--- config.mk ---
export PLATFORM = sky130hd
export DESIGN_NAME = alb_ctrl
export DESIGN_NICKNAME = d
export VERILOG_FILES = /design/src/rtl/core/array_linked_list_with_block_locality_assert.svh /design/src/rtl/core/alb_pkg.sv /design/src/rtl/core/alb_ctrl.sv
export SDC_FILE = /design/constraint.sdc
export NUM_CORES = 1
export LEC_CHECK = 0
export BUFFER_PORTS_ARGS = -buffer_cell sky130_fd_sc_hd__buf_2
export CORE_MARGIN = 4
export CORE_UTILIZATION = 53
export DETAILED_ROUTE_END_ITERATION = 16
export HOLD_SLACK_MARGIN = 0.05
export PLACE_DENSITY = 0.84
export SYNTH_ARGS = -nofsm -noshare
export SYNTH_HDL_FRONTEND = slang
export SYNTH_SLANG_ARGS = --single-unit
--- constraint.sdc ---
create_clock -name clk -period 1.7 [get_ports clk]
set_input_delay 0.34 -clock clk [delete_from_list [all_inputs] [get_ports clk]]
set_output_delay 0.34 -clock clk [all_outputs]
set_load 0.01 [all_outputs]
--- src/rtl/core/array_linked_list_with_block_locality_assert.svh ---
// Assertion macros for the linked-list node store.
`ifndef ARRAY_LINKED_LIST_WITH_BLOCK_LOCALITY_ASSERT_SVH
`define ARRAY_LINKED_LIST_WITH_BLOCK_LOCALITY_ASSERT_SVH
`ifndef SYNTHESIS
`define ALB_ASSERT_SAME(label, ante, cons) \
  label: assert property (@(posedge clk) disable iff (!rst_n) (ante) |-> (cons)) \
    else $error("assertion failed");
`define ALB_ASSERT_NEXT(label, ante, cons) \
  label: assert property (@(posedge clk) disable iff (!rst_n) (ante) |=> (cons)) \
    else $error("assertion failed");
`else
`define ALB_ASSERT_SAME(label, ante, cons)
`define ALB_ASSERT_NEXT(label, ante, cons)
`endif
`endif

--- src/rtl/core/alb_pkg.sv ---
`default_nettype none
package alb_pkg;
  localparam int NODE_W = 8;
  localparam int NODES = 256;
  localparam int VAL_W = 32;
  localparam int STEP_W = 9;
  localparam int CNT_W = 9;
  localparam int BLOCK = 8;
  localparam int BLK_W = 3;
  localparam int BLOCK_START = 2;

  typedef logic [NODE_W-1:0] node_t;
  typedef logic [VAL_W-1:0] val_t;

  localparam node_t FREE_SENT = NODE_W'(0);
  localparam node_t LIST_SENT = NODE_W'(1);
  localparam val_t SENT_VALUE = 32'hBEBEBEBE;

  typedef enum logic [1:0] {
    OP_INSERT = 2'd0,
    OP_REMOVE = 2'd1,
    OP_READ   = 2'd2,
    OP_MOVE   = 2'd3
  } op_t;

  typedef enum logic [1:0] {
    ST_OK      = 2'd0,
    ST_FULL    = 2'd1,
    ST_ILLEGAL = 2'd2
  } status_t;

  typedef enum logic [4:0] {
    S_CLEAR, S_IDLE, S_DECODE, S_TAKE_FREE, S_UNLINK_FREE, S_LINK_PREV, S_LINK_NEW,
    S_WALK_CHK, S_WALK_RD, S_BLK_CHK, S_MARK_CHK, S_MARK_RD, S_SELECT,
    S_XREAD_A, S_XREAD_B, S_XWRITE, S_RM_READ, S_RM_UNLINK, S_RM_PARK, S_RM_FREE,
    S_MOVE_CHK, S_MOVE_RD, S_FIN_RD, S_FIN_CAP, S_FIN_LIST, S_OUT
  } state_t;

  typedef enum logic [4:0] {
    A_NONE, A_CLEAR, A_LOAD, A_DECODE, A_TAKE_FREE, A_UNLINK_FREE, A_LINK_PREV,
    A_LINK_NEW, A_WALK_CHK, A_WALK_RD, A_BLK_CHK, A_MARK_CHK, A_MARK_RD, A_SELECT,
    A_XREAD_A, A_XREAD_B, A_XWRITE, A_RM_READ, A_RM_UNLINK, A_RM_PARK, A_RM_FREE,
    A_MOVE_CHK, A_MOVE_RD, A_FIN_RD, A_FIN_CAP, A_FIN_LIST
  } act_t;

  typedef struct packed {
    act_t act;
  } cmd_t;

  typedef struct packed {
    op_t  op;
    logic legal;
    logic full;
    logic walk_done;
    logic blk_ok;
    logic mark_go;
    logic has_slot;
    logic x_last;
    logic mv_done;
    logic clr_done;
  } sts_t;

  function automatic node_t init_next(node_t i);
    node_t r;
    if (i == FREE_SENT) begin
      r = node_t'(BLOCK_START);
    end else if (i == LIST_SENT) begin
      r = LIST_SENT;
    end else begin
      r = i + node_t'(1);
    end
    return r;
  endfunction

  function automatic node_t init_prev(node_t i);
    node_t r;
    if (i == FREE_SENT) begin
      r = node_t'(NODES - 1);
    end else if (i == LIST_SENT) begin
      r = LIST_SENT;
    end else if (i == node_t'(BLOCK_START)) begin
      r = FREE_SENT;
    end else begin
      r = i - node_t'(1);
    end
    return r;
  endfunction
endpackage
`default_nettype wire

--- src/rtl/core/alb_ctrl.sv ---
`default_nettype none
module alb_ctrl (
  input  wire logic          clk,
  input  wire logic          rst_n,
  input  wire logic          in_valid,
  input  wire logic          out_stall,
  input  wire alb_pkg::sts_t sts,
  output alb_pkg::cmd_t      cmd,
  output logic               in_stall,
  output logic               out_valid
);
  alb_pkg::state_t state_r, state_nxt;

  always_ff @(posedge clk) begin
    if (!rst_n) begin
      state_r <= alb_pkg::S_CLEAR;
    end else begin
      state_r <= state_nxt;
    end
  end

  always_comb begin
    state_nxt = state_r;
    unique case (state_r)
      alb_pkg::S_CLEAR:       if (sts.clr_done) state_nxt = alb_pkg::S_IDLE;
      alb_pkg::S_IDLE:        if (in_valid) state_nxt = alb_pkg::S_DECODE;
      alb_pkg::S_DECODE: begin
        if (!sts.legal) begin
          state_nxt = alb_pkg::S_FIN_RD;
        end else begin
          unique case (sts.op)
            alb_pkg::OP_INSERT: state_nxt = alb_pkg::S_TAKE_FREE;
            alb_pkg::OP_REMOVE: state_nxt = alb_pkg::S_RM_READ;
            alb_pkg::OP_READ:   state_nxt = alb_pkg::S_FIN_RD;
            alb_pkg::OP_MOVE:   state_nxt = alb_pkg::S_MOVE_CHK;
            default:            state_nxt = alb_pkg::S_FIN_RD;
          endcase
        end
      end
      alb_pkg::S_TAKE_FREE:
        state_nxt = sts.full ? alb_pkg::S_FIN_RD : alb_pkg::S_UNLINK_FREE;
      alb_pkg::S_UNLINK_FREE: state_nxt = alb_pkg::S_LINK_PREV;
      alb_pkg::S_LINK_PREV:   state_nxt = alb_pkg::S_LINK_NEW;
      alb_pkg::S_LINK_NEW:    state_nxt = alb_pkg::S_WALK_CHK;
      alb_pkg::S_WALK_CHK:
        state_nxt = sts.walk_done ? alb_pkg::S_BLK_CHK : alb_pkg::S_WALK_RD;
      alb_pkg::S_WALK_RD:     state_nxt = alb_pkg::S_WALK_CHK;
      alb_pkg::S_BLK_CHK:
        state_nxt = sts.blk_ok ? alb_pkg::S_MARK_CHK : alb_pkg::S_FIN_RD;
      alb_pkg::S_MARK_CHK:
        state_nxt = sts.mark_go ? alb_pkg::S_MARK_RD : alb_pkg::S_SELECT;
      alb_pkg::S_MARK_RD:     state_nxt = alb_pkg::S_MARK_CHK;
      alb_pkg::S_SELECT:
        state_nxt = sts.has_slot ? alb_pkg::S_XREAD_A : alb_pkg::S_FIN_RD;
      alb_pkg::S_XREAD_A:     state_nxt = alb_pkg::S_XREAD_B;
      alb_pkg::S_XREAD_B:     state_nxt = alb_pkg::S_XWRITE;
      alb_pkg::S_XWRITE:      if (sts.x_last) state_nxt = alb_pkg::S_FIN_RD;
      alb_pkg::S_RM_READ:     state_nxt = alb_pkg::S_RM_UNLINK;
      alb_pkg::S_RM_UNLINK:   state_nxt = alb_pkg::S_RM_PARK;
      alb_pkg::S_RM_PARK:     state_nxt = alb_pkg::S_RM_FREE;
      alb_pkg::S_RM_FREE:     state_nxt = alb_pkg::S_FIN_RD;
      alb_pkg::S_MOVE_CHK:
        state_nxt = sts.mv_done ? alb_pkg::S_FIN_RD : alb_pkg::S_MOVE_RD;
      alb_pkg::S_MOVE_RD:     state_nxt = alb_pkg::S_MOVE_CHK;
      alb_pkg::S_FIN_RD:      state_nxt = alb_pkg::S_FIN_CAP;
      alb_pkg::S_FIN_CAP:     state_nxt = alb_pkg::S_FIN_LIST;
      alb_pkg::S_FIN_LIST:    state_nxt = alb_pkg::S_OUT;
      alb_pkg::S_OUT:         if (!out_stall) state_nxt = alb_pkg::S_IDLE;
      default:                state_nxt = alb_pkg::S_IDLE;
    endcase
  end

  always_comb begin
    cmd.act   = alb_pkg::A_NONE;
    in_stall  = (state_r != alb_pkg::S_IDLE);
    out_valid = (state_r == alb_pkg::S_OUT);
    unique case (state_r)
      alb_pkg::S_CLEAR:       cmd.act = alb_pkg::A_CLEAR;
      alb_pkg::S_IDLE:        cmd.act = in_valid ? alb_pkg::A_LOAD : alb_pkg::A_NONE;
      alb_pkg::S_DECODE:      cmd.act = alb_pkg::A_DECODE;
      alb_pkg::S_TAKE_FREE:   cmd.act = alb_pkg::A_TAKE_FREE;
      alb_pkg::S_UNLINK_FREE: cmd.act = alb_pkg::A_UNLINK_FREE;
      alb_pkg::S_LINK_PREV:   cmd.act = alb_pkg::A_LINK_PREV;
      alb_pkg::S_LINK_NEW:    cmd.act = alb_pkg::A_LINK_NEW;
      alb_pkg::S_WALK_CHK:    cmd.act = alb_pkg::A_WALK_CHK;
      alb_pkg::S_WALK_RD:     cmd.act = alb_pkg::A_WALK_RD;
      alb_pkg::S_BLK_CHK:     cmd.act = alb_pkg::A_BLK_CHK;
      alb_pkg::S_MARK_CHK:    cmd.act = alb_pkg::A_MARK_CHK;
      alb_pkg::S_MARK_RD:     cmd.act = alb_pkg::A_MARK_RD;
      alb_pkg::S_SELECT:      cmd.act = alb_pkg::A_SELECT;
      alb_pkg::S_XREAD_A:     cmd.act = alb_pkg::A_XREAD_A;
      alb_pkg::S_XREAD_B:     cmd.act = alb_pkg::A_XREAD_B;
      alb_pkg::S_XWRITE:      cmd.act = alb_pkg::A_XWRITE;
      alb_pkg::S_RM_READ:     cmd.act = alb_pkg::A_RM_READ;
      alb_pkg::S_RM_UNLINK:   cmd.act = alb_pkg::A_RM_UNLINK;
      alb_pkg::S_RM_PARK:     cmd.act = alb_pkg::A_RM_PARK;
      alb_pkg::S_RM_FREE:     cmd.act = alb_pkg::A_RM_FREE;
      alb_pkg::S_MOVE_CHK:    cmd.act = alb_pkg::A_MOVE_CHK;
      alb_pkg::S_MOVE_RD:     cmd.act = alb_pkg::A_MOVE_RD;
      alb_pkg::S_FIN_RD:      cmd.act = alb_pkg::A_FIN_RD;
      alb_pkg::S_FIN_CAP:     cmd.act = alb_pkg::A_FIN_CAP;
      alb_pkg::S_FIN_LIST:    cmd.act = alb_pkg::A_FIN_LIST;
      alb_pkg::S_OUT:         cmd.act = alb_pkg::A_NONE;
      default:                cmd.act = alb_pkg::A_NONE;
    endcase
  end
endmodule
`default_nettype wire

== Word level (Yosys, flattened, before mapping) ==
Index checks and enable logic that the tools add are counted.
Storage, ports and cells
  register bits after elaboration: 5
  output and inout port bits: 7
  bits of input ports: 15
  word-level logic and storage cells: 53
Cells by class
  reductions and logical operators: 4
  equal/unequal tests: 33
  multiplexer cells: 15
Operator list (number)
  $pmux 5 s25: 2
  $eq 5x5->1 const B: 10
  $eq 5x4->1 const B: 8
  $mux 5: 8
  $eq 5x3->1 const B: 4
  $pmux 5 s4: 1
  $eq 5x2->1 const B: 2
  $ne 2x2->1 const B: 4
  $eq 5x1->1 const B: 1
  $logic_not 5->1: 1
  $ne 5x1->1 const B: 1
  $eq 2x2->1 const B: 2
  $mux 2: 2
  $reduce_and 4->1: 1
  $mux 3: 1
  $eq 2x1->1 const B: 1
  $logic_not 2->1: 1
  $reduce_or 2->1: 1
  $mux 1: 1

== Longest topological paths before layout ==
Gate-level depths: netlist of the first run.
  depth after elaboration: 4
  mapped depth: 8

== Worst setup path after synthesis of the first run ==
Ideal clock, no wire load.
  path type: reg2out
  start point: register state_r[2]
  end point: output cmd[1] (netlist bit)
  cell stages (with the launch flop): 6
  path slack: 0.053 ns
  buffers on the path: 3
  arrival: 1.307 ns
  cells stage by stage: dfxtp_1 -> buf_6 -> buf_6 -> buf_6 -> o41a_1 -> o211a_1
RTL lines
  start, declared: line alb_ctrl.sv:12  | alb_pkg::state_t state_r, state_nxt;
  start signal, assigned: line alb_ctrl.sv:16  | state_r <= alb_pkg::S_CLEAR;
  start signal, assigned: line alb_ctrl.sv:18  | state_r <= state_nxt;
  end, declared: line alb_ctrl.sv:8  | output alb_pkg::cmd_t cmd,

==> impl_results.md, run 1 <==
* GRT Util Overall at 0.274
* Seq/Total Area, Yosys at 0.110
* Setup violation total in the final timing report at 0
* TritonCTS Sinks at 5
* Setup TNS at 0 ns
* Initial DRC count at approximately 120
* Initial core utilization at 0.583
* Remaining DRCs at 0
* Total wire length at about 3600 um
* Synth Register Bits at 5
* Main flop type after synthesis: sky130_fd_sc_hd__dfxtp_1
* Maximum single-stage delay on the critical path at between 0.4 and 0.5 ns
* Maximum buffer depth of the clock tree at 2
* Synthesized instance count at about 120
* Mux contribution to synthesized area at 0.0220
* H-tree depth reported by CTS at 1
* Number of flops mapped to enable cells by yosys at 0
* Number of standard-cell rows in the floorplan at 14
* Post-layout min period at approximately 1.7 ns
* Count of buffering cells on the critical path with inverters included at 1
* Placeable core area at around 1600 um2
* Setup repair after global routing missed its margin: yes
* Clock-pin slew on the worst setup and hold paths at about 0.050 ns
* Syn Std Cell Area at just over 900 um2
* TritonCTS clock tree: built
* Fin crit share at 0.997
* Final-stage net count at 179
* Largest reg by FF count: state_r
* Leftover overflow at the end of global routing at 0
* Cell area power density at 1380 nW/um2
* Library cell used as clock root buffer: sky130_fd_sc_hd__clkbuf_4
* Class of the tightest hold or removal check: input port to flip-flop
* Final instance area at approximately 1300 um2
* Worst Path Max Fanout at 5
* Ratio of cells with drive above 1 in the final layout at 0.515
* Critical path cell sequence: o41a_1 > o211a_1 > buf_2
* Chip height at a little under 50 um
* Upper clock frequency limit at around 590 MHz
* Total via count in the routed design at approximately 1200
* Number of ports placed on the die boundary at 22
* Commonest cells after routing, fill and taps aside: 21 x sky130_fd_sc_hd__buf_2, 21 x sky130_fd_sc_hd__buf_4, 11 x sky130_fd_sc_hd__a21oi_1, 9 x sky130_fd_sc_hd__nor2_1, 9 x sky130_fd_sc_hd__nand2_1
* Width of the chip at just under 50 um
* Adder and majority gate portion of the synthesized area at 0
* CP max stage cell: sky130_fd_sc_hd__o41a_1
* Max Cap Viol at 0
* Number of iterations in the first detailed-routing pass at 4
* Share of async-settable or async-resettable flops after synthesis at 0
* Largest registers: state_r x5
* Antenna violations before repair at 0
* Mean routed wirelength per cell at between 15 and 20 um
* Total half-perimeter wirelength after legalization and detailed placement at ~1900 um
* Required time reported for the critical path endpoint at about 1.4 ns
* Worst setup SP type: flip-flop
* Main combinational cell family by area after synthesis: simple AND/OR/NAND/NOR gates
* Relative slew margins at 0.641
* Clock latency on the worst-skew pair at roughly 0.26 ns
* Remaining number of nets flagged by the antenna check after routing at 0
* Count of endpoints failing hold in the final timing report at 0
* Gpl congestion at slightly above 0.9
* Transition time at the pin with the least slew margin at about 0.53 ns
* WS Path Type: flip-flop to primary output
* Nets in the synthesized netlist at between 100 and 150
* Pre-CTS WS at 0.000692 ns
* Number of global-route vias before repair at around 1100
* Flip-flop count of the largest register after layout at 5
* Number of max-slew violations in the final report at 0
* Complex-gate fraction of the synthesized area at 0.309
* CP Data Arrival Time at approximately 1.4 ns
* Mean post-synth cell area at approximately 7.5 um2
* Worst clock skew at 0.00443 ns
* Leakage power figure at 0.000537 uW
* Die area at roughly 2400 um2
* Tot Pwr at roughly 1900 uW
* Number of input and output port buffers inserted at 21
* Count of different cell masters after synthesis at 50
* Outcome: completed
* Cell Area, Placed at between 1000 and 1500 um2
* Final Core Density at 0.861
* First-pass GRT wire length at 5240 um
* Simple-gate share of the synthesized area at 0.418
* Yosys Warn Count at 0
* Crit. End Element: primary output
* Kind of cell with the highest combined delay on the critical path: compound AO/OA/AOI/OAI gates
* Minimum setup slack in the final design at 0.00582 ns
* Layout overhead on the synthesized area at 47.6%
* Largest net degree at the start of global routing at 26
* Total CTS buffers at 3
* Maximum vdd ir drop at around 0.98 mV
* Share of the synthesized netlist area taken by xor and xnor gates at 0.0193
* Post-detailed-route via-to-cell ratio at 6.87
* Number of antenna cells inserted at 0
-- area by class of cell --
cell class / count / area [um2]
Multi-Input combinational cell: 102 / 776
Timing Repair Buffer: 48 / 392
Fill cell: 86 / 216
Sequential cell: 5 / 114
Clock buffer: 4 / 26.3
Tap cell: 16 / 20.0
Inverter: 4 / 15.0
-- through the flow --
stage / hold slack [ns] / cells
global route: 0.375 / 179
CTS: 0.370 / 173
global placement: 0.617 / 162
finish: 0.374 / 179
floorplan: 0.455 / 122
detailed placement: 0.634 / 162
-- timing repair --
| action | in CTS | in global routing |
|---|---|---|
| pin swaps | 2 | 8 |
| endpoints found under the setup margin | 8 | 9 |
| setup buffers | 6 | 5 |
| hold buffers | 0 | 0 |
| resized for setup | 8 | 17 |
| cloned | 1 | 1 |
-- cell families (layout without fill, tap and decap cells) --
| family | count (synthesis) | count (layout) |
|---|---|---|
| xor+xnor | 2 | 2 |
| mux | 2 | 2 |
| flops | 5 | 5 |
| compound gates | 39 | 39 |
| buf+inv | 15 | 56 |
| simple gates | 59 | 59 |
-- layer usage --
metal	share of wire	vias up	GRT usage
met4	0.050	0	0.115
li1	-	543	-
met1	0.39	573	0.342
met2	0.46	93	0.444
met3	0.098	21	0.0642
met5	0	-	0
-- report_power, final --
group | total [uW] | internal, uW | switching, uW | leakage [uW]
Clock | 154 | 89.7 | 64.1 | 0.0000150
Sequential | 220 | 167 | 52.7 | 0.0000439
Combinational | 1480 | 707 | 775 | 0.000478
Total | 1860 | 964 | 892 | 0.000537
-- Yosys cell counts, types with 2 or more instances --
cell	n	area, um2
sky130_fd_sc_hd__nor2b_2	2	17.5
sky130_fd_sc_hd__nor2_1	10	37.5
sky130_fd_sc_hd__nor3b_1	2	15.0
sky130_fd_sc_hd__buf_2	4	20.0
sky130_fd_sc_hd__a21oi_1	12	60.1
sky130_fd_sc_hd__o31ai_1	2	15.0
sky130_fd_sc_hd__o22ai_1	3	18.8
sky130_fd_sc_hd__inv_1	3	11.3
sky130_fd_sc_hd__o32ai_1	2	17.5
sky130_fd_sc_hd__nand2_1	10	37.5
sky130_fd_sc_hd__nand4b_1	2	17.5
sky130_fd_sc_hd__o21ai_0	2	10.0
sky130_fd_sc_hd__o21ai_1	3	15.0
sky130_fd_sc_hd__nor4_2	2	25.0
sky130_fd_sc_hd__dfxtp_1	5	100
sky130_fd_sc_hd__nor3_1	4	20.0
sky130_fd_sc_hd__nand3_1	7	35.0
sky130_fd_sc_hd__xor2_1	2	17.5
sky130_fd_sc_hd__nor2b_1	6	37.5
sky130_fd_sc_hd__a221oi_1	2	17.5
sky130_fd_sc_hd__and2b_1	2	15.0
sky130_fd_sc_hd__buf_6	6	67.6
sky130_fd_sc_hd__mux2i_1	2	20.0
-- path summary, 6_finish.rpt --
path | start | to | slack (ns) | cells after the start
min | rst_n | state_r[2] | 0.37 | 2
max | state_r[2] | cmd[1] | 0.006 | 3
min reg2reg | state_r[1] | state_r[1] | 0.82 | 3
max reg2reg | state_r[3] | state_r[0] | 0.05 | 7
Note: power is estimated with default switching activity, not from simulation.
==> run 2, diff against run 1 <==
CORE_UTILIZATION = 55   (was 53)
CTS_BUF_LIST = sky130_fd_sc_hd__clkbuf_2   (was unset)
PLACE_DENSITY = 0.87   (was 0.84)
SLEW_MARGIN = 30   (was unset)
clock period = 1.88 ns   (was 1.7 ns; I/O delays follow)
==> impl_results.md, run 2 (same netlist as run 1, synthesis figures left out) <==
* Chip height at 48.7 um
* R2R setup slack at roughly 0.20 ns
* Most common cell after layout, fill and taps aside: sky130_fd_sc_hd__buf_2
* Number of ports placed on the die boundary at 22
* Relative slew margins at 0.751
* Largest registers: state_r x5
* Remaining DRCs at 0
* Final-stage net count at 165
* Crit. End Element: primary output
* Total half-perimeter wirelength after legalization and detailed placement at 1940 um
* Layout overhead on the synthesized area at 22.1%
* Number of max-slew violations in the final report at 0
* Required time reported for the critical path endpoint at roughly 1.5 ns
* First-pass GRT wire length at between 4000 and 5000 um
* Leakage power figure at approximately 0.00044 uW
* WS Path Type: flip-flop to primary output
* Total wire length at roughly 2600 um
* Worst setup SP type: flip-flop
* Reg2reg path depth at 7
* Clock-pin slew on the worst setup and hold paths at ~0.060 ns
* Clock latency on the worst-skew pair at approximately 0.22 ns
* Worst Setup EP: cmd[4]
* Worst Path Max Fanout at 14
* Initial DRC count at 43
* Cell area power density at roughly 1200 nW/um2
* Number of antenna cells inserted at 0
* Setup repair after global routing missed its margin: no
* Remaining number of nets flagged by the antenna check after routing at 0
* Number of standard-cell rows in the floorplan at 14
* Commonest cells after routing, fill and taps aside: 21 x sky130_fd_sc_hd__buf_2, 12 x sky130_fd_sc_hd__a21oi_1, 10 x sky130_fd_sc_hd__nor2_1, 10 x sky130_fd_sc_hd__nand2_1, 10 x sky130_fd_sc_hd__buf_4
* Mean routed wirelength per cell at about 16 um
* Max Cap Viol at 0
* Launching element of the worst setup path: state_r[2]
* Maximum vdd ir drop at roughly 0.9 mV
* Number of input and output port buffers inserted at 21
* TritonCTS clock tree: built
* Worst hold slack across all endpoints at ~0.43 ns
* Worst clock skew at between 0.005 and 0.006 ns
* GRT Util Overall at 0.213
* Maximum buffer depth of the clock tree at 2
* Post-layout min period at 1.83 ns
* Post-CTS Hold Fix Bufs at 0
* Ratio of cells with drive above 1 in the final layout at 0.389
* Setup TNS at 0 ns
* Placeable core area at ~1500 um2
* Flip-flop count of the largest register after layout at 5
* Outcome: completed
* Total via count in the routed design at between 1000 and 1500
* Setup violation total in the final timing report at 0
* Fin crit share at 0.972
* R2R Path Start: state_r[0]
* Die area at about 2400 um2
* Largest net degree at the start of global routing at 28
* Number of global-route vias before repair at between 1000 and 1500
* H-tree depth reported by CTS at 1
* Post-detailed-route via-to-cell ratio at 6.41
* CP Data Arrival Time at ~1.5 ns
* Gpl congestion at around 1.0
* Largest reg by FF count: state_r
* Upper clock frequency limit at 547 MHz
* Initial core utilization at 0.590
* Leftover overflow at the end of global routing at 0
* TritonCTS Sinks at 5
* Count of endpoints failing hold in the final timing report at 0
* Transition time at the pin with the least slew margin at 0.371 ns
* Reg-to-reg endpoint: state_r[1]
* Number of iterations in the first detailed-routing pass at 4
* Total CTS buffers at 3
* Library cell used as clock root buffer: sky130_fd_sc_hd__clkbuf_2
* Antenna violations before repair at 0
* Width of the chip at around 50 um
* Class of the tightest hold or removal check: input port to flip-flop
## run 2: layout make-up
cell class / instances / area [um2]
Clock buffer: 4 / 20.0
Fill cell: 124 / 430
Inverter: 4 / 15.0
Multi-Input combinational cell: 102 / 704
Sequential cell: 5 / 106
Tap cell: 16 / 20.0
Timing Repair Buffer: 34 / 245
## run 2: worst max-delay path, stage by stage (launching register included)
cell	delay (ns)
sky130_fd_sc_hd__dfxtp_4	0.35
sky130_fd_sc_hd__buf_12	0.14
sky130_fd_sc_hd__nor3_1	0.34
sky130_fd_sc_hd__o21ai_1	0.13
sky130_fd_sc_hd__o31ai_2	0.09
sky130_fd_sc_hd__buf_2	0.18
## run 2: timing repair
| item | CTS | global route |
|---|---|---|
| gates cloned | 0 | 1 |
| endpoints found under the setup margin | 2 | 2 |
| pin swaps | 0 | 1 |
| setup buffers | 0 | 1 |
| hold endpoints to repair | 0 | 0 |
| resized for setup | 2 | 3 |
## run 2: worst min-delay path by stage
stage | startpoint | to | slack [ns] | cells past startpoint
floorplan | rst_n | state_r[4] | 0.49 | 2
global placement | rst_n | state_r[4] | 0.65 | 3
detailed placement | rst_n | state_r[2] | 0.67 | 2
CTS | rst_n | state_r[2] | 0.43 | 2
global route | rst_n | state_r[2] | 0.42 | 2
finish | rst_n | state_r[2] | 0.43 | 2
## run 2: power breakdown
| group | total, uW | switching [uW] | internal [uW] | leakage, uW |
|---|---|---|---|---|
| Clock | 103 | 46.8 | 56.3 | 0.0000166 |
| Sequential | 211 | 65.8 | 145 | 0.0000425 |
| Combinational | 1050 | 552 | 499 | 0.000378 |
| Total | 1370 | 665 | 700 | 0.000437 |
## run 2: layer usage
layer / vias up / part of all wire / GRT usage
li1: 513 / - / -
met1: 479 / 0.41 / 0.266
met2: 63 / 0.49 / 0.370
met3: 3 / 0.090 / 0.0491
met4: 0 / 0.0095 / 0.0448
met5: - / 0 / 0
## run 2: stage by stage
step	total power, uW	cell area (um2)	instances	util	setup WS [ns]
floorplan	955	910	122	-	0.197
global placement	1150	1050	159	0.679	0.186
detailed placement	1180	1050	159	0.679	0.177
CTS	1280	1070	163	0.694	0.0302
global route	1460	1110	165	0.721	0.00192
finish	1370	1110	165	0.721	0.0519
==> run 3, diff against run 2 <==
CTS_BUF_LIST = sky130_fd_sc_hd__clkbuf_4   (was sky130_fd_sc_hd__clkbuf_2)
==> impl_results.md, run 3 (same netlist as run 1, synthesis figures left out) <==
* Total half-perimeter wirelength after legalization and detailed placement at approximately 1900 um
* Worst setup SP type: flip-flop
* Most common cell after layout, fill and taps aside: sky130_fd_sc_hd__buf_2
* Sequential power share at 0.154
* Worst Setup EP: cmd[4]
* Largest registers: state_r x5
* Upper clock frequency limit at ~550 MHz
* First-pass GRT wire length at between 4000 and 5000 um
* Number of antenna cells inserted at 0
* Required time reported for the critical path endpoint at around 1.5 ns
* P_int at approximately 730 uW
* Worst Path Max Fanout at 22
* Setup repair after global routing missed its margin: no
* Total CTS buffers at 3
* Remaining DRCs at 0
* Gpl congestion at between 1 and 1.5
* Antenna violations before repair at 0
* Crit. End Element: primary output
* Launching element of the worst setup path: state_r[0]
* Leftover overflow at the end of global routing at 0
* Mean routed wirelength per cell at between 15 and 20 um
* Placeable core area at 1540 um2
* R2R setup slack at 0.20 ns
* Total via count in the routed design at between 1000 and 1500
* H-tree depth reported by CTS at 1
* Commonest cells after routing, fill and taps aside: 21 x sky130_fd_sc_hd__buf_2, 12 x sky130_fd_sc_hd__a21oi_1, 10 x sky130_fd_sc_hd__nor2_1, 10 x sky130_fd_sc_hd__nand2_1, 9 x sky130_fd_sc_hd__buf_4
* Clock-pin slew on the worst setup and hold paths at about 0.050 ns
* Library cell used as clock root buffer: sky130_fd_sc_hd__clkbuf_4
* Pre-CTS WS at 0.177 ns
* Chip height at ~49 um
* Final-stage net count at approximately 160
* Minimum setup slack in the final design at just under 0.07 ns
* Combinational group share of total power at 0.738
* Post-layout min period at around 1.8 ns
* Reg-to-reg endpoint: state_r[1]
* Setup violation total in the final timing report at 0
* Count of endpoints failing hold in the final timing report at 0
* Post-detailed-route via-to-cell ratio at 6.51
* Maximum vdd ir drop at 0.801 mV
* Leakage power figure at ~0.00044 uW
* Transition time at the pin with the least slew margin at roughly 0.35 ns
* Fin crit share at 0.964
* Number of ports placed on the die boundary at 22
* Post-CTS Hold Fix Bufs at 0
* Cell area power density at between 1000 and 1500 nW/um2
* Max Cap Viol at 0
* CP Data Arrival Time at ~1.4 ns
* WS Path Type: flip-flop to primary output
* Number of input and output port buffers inserted at 21
* Setup TNS at 0 ns
* Switching share of power at 0.484
* TritonCTS Sinks at 5
* Total wire length at between 2000 and 3000 um
* Initial DRC count at 46
* Number of iterations in the first detailed-routing pass at 4
* Ratio of cells with drive above 1 in the final layout at 0.392
* Maximum buffer depth of the clock tree at 2
* Final Core Density at 0.726
* Remaining number of nets flagged by the antenna check after routing at 0
* Clock power share at 0.108
* Reg2reg path depth at 7
* Number of standard-cell rows in the floorplan at 14
* Largest net degree at the start of global routing at 28
* GRT Util Overall at 0.227
* Layout overhead on the synthesized area at 23.0%
* Switching power summed over all nets at just under 700 uW
* Post-CTS Setup Inserts at 0
* Number of global-route vias before repair at between 1000 and 1500
* Flip-flop count of the largest register after layout at 5
* Initial core utilization at 0.590
* Width of the chip at ~49 um
* Largest reg by FF count: state_r
* Number of cells traversed by the worst hold path at 2
* Clock latency on the worst-skew pair at approximately 0.27 ns
* R2R Path Start: state_r[0]
* Outcome: completed
* Relative slew margins at 0.769
* TritonCTS clock tree: built
* Die area at ~2400 um2
* Number of max-slew violations in the final report at 0
* Class of the tightest hold or removal check: input port to flip-flop
* Worst clock skew at about 0.0046 ns
[run 3: timing repair]
| item | 4_1_cts | 5_1_grt |
|---|---|---|
| cloned | 0 | 1 |
| pin swaps | 0 | 1 |
| gates resized for setup | 2 | 4 |
| setup endpoints to repair | 2 | 2 |
[run 3: through the flow]
stage          power, uW  hold WS, ns  area (um2)  std cells
6_report            1420        0.387        1120        164
2_1_floorplan        955        0.491         910        122
3_3_place_gp        1150        0.653        1050        159
3_5_place_dp        1180        0.665        1050        159
5_1_grt             1510        0.382        1120        164
4_1_cts             1320        0.403        1080        163
[run 3: layer usage]
metal  routed length (um)  track usage  vias to the layer above
met5                    0            0                        -
met4                  141        0.135                        0
met3                  194       0.0460                       12
met2                 1310        0.367                       54
met1                 1140        0.271                      493
li1                     -            -                      508
[run 3: worst max-delay path, stage by stage (launching register included)]
cell and delay, ns:
sky130_fd_sc_hd__dfxtp_1 0.35, sky130_fd_sc_hd__buf_12 0.17, sky130_fd_sc_hd__nand2_1 0.17, sky130_fd_sc_hd__o31ai_2 0.28
sky130_fd_sc_hd__buf_2 0.18
[run 3: power groups by stage]
stage / Clock (uW) / Combinational, uW / Sequential [uW]
global placement: 0 / 953 / 197
global route: 161 / 1120 / 226
CTS: 147 / 976 / 201
floorplan: 0 / 792 / 163
detailed placement: 0 / 975 / 200
finish: 153 / 1050 / 219
[run 3: worst min-delay path by stage]
| stage | startpoint | end | slack, ns |
|---|---|---|---|
| global route | rst_n | state_r[2] | 0.38 |
| CTS | rst_n | state_r[2] | 0.40 |
| global placement | rst_n | state_r[4] | 0.65 |
| finish | rst_n | state_r[2] | 0.39 |
| floorplan | rst_n | state_r[4] | 0.49 |
| detailed placement | rst_n | state_r[2] | 0.67 |
[run 3: final cells by class]
class | instances | area [um2]
flip-flops and latches | 5 | 106
well taps | 16 | 20.0
repair buffers | 33 | 238
multi-input cells | 102 | 709
clock buffers | 4 | 30.0
inverters | 4 | 15.0
fillers | 124 | 423
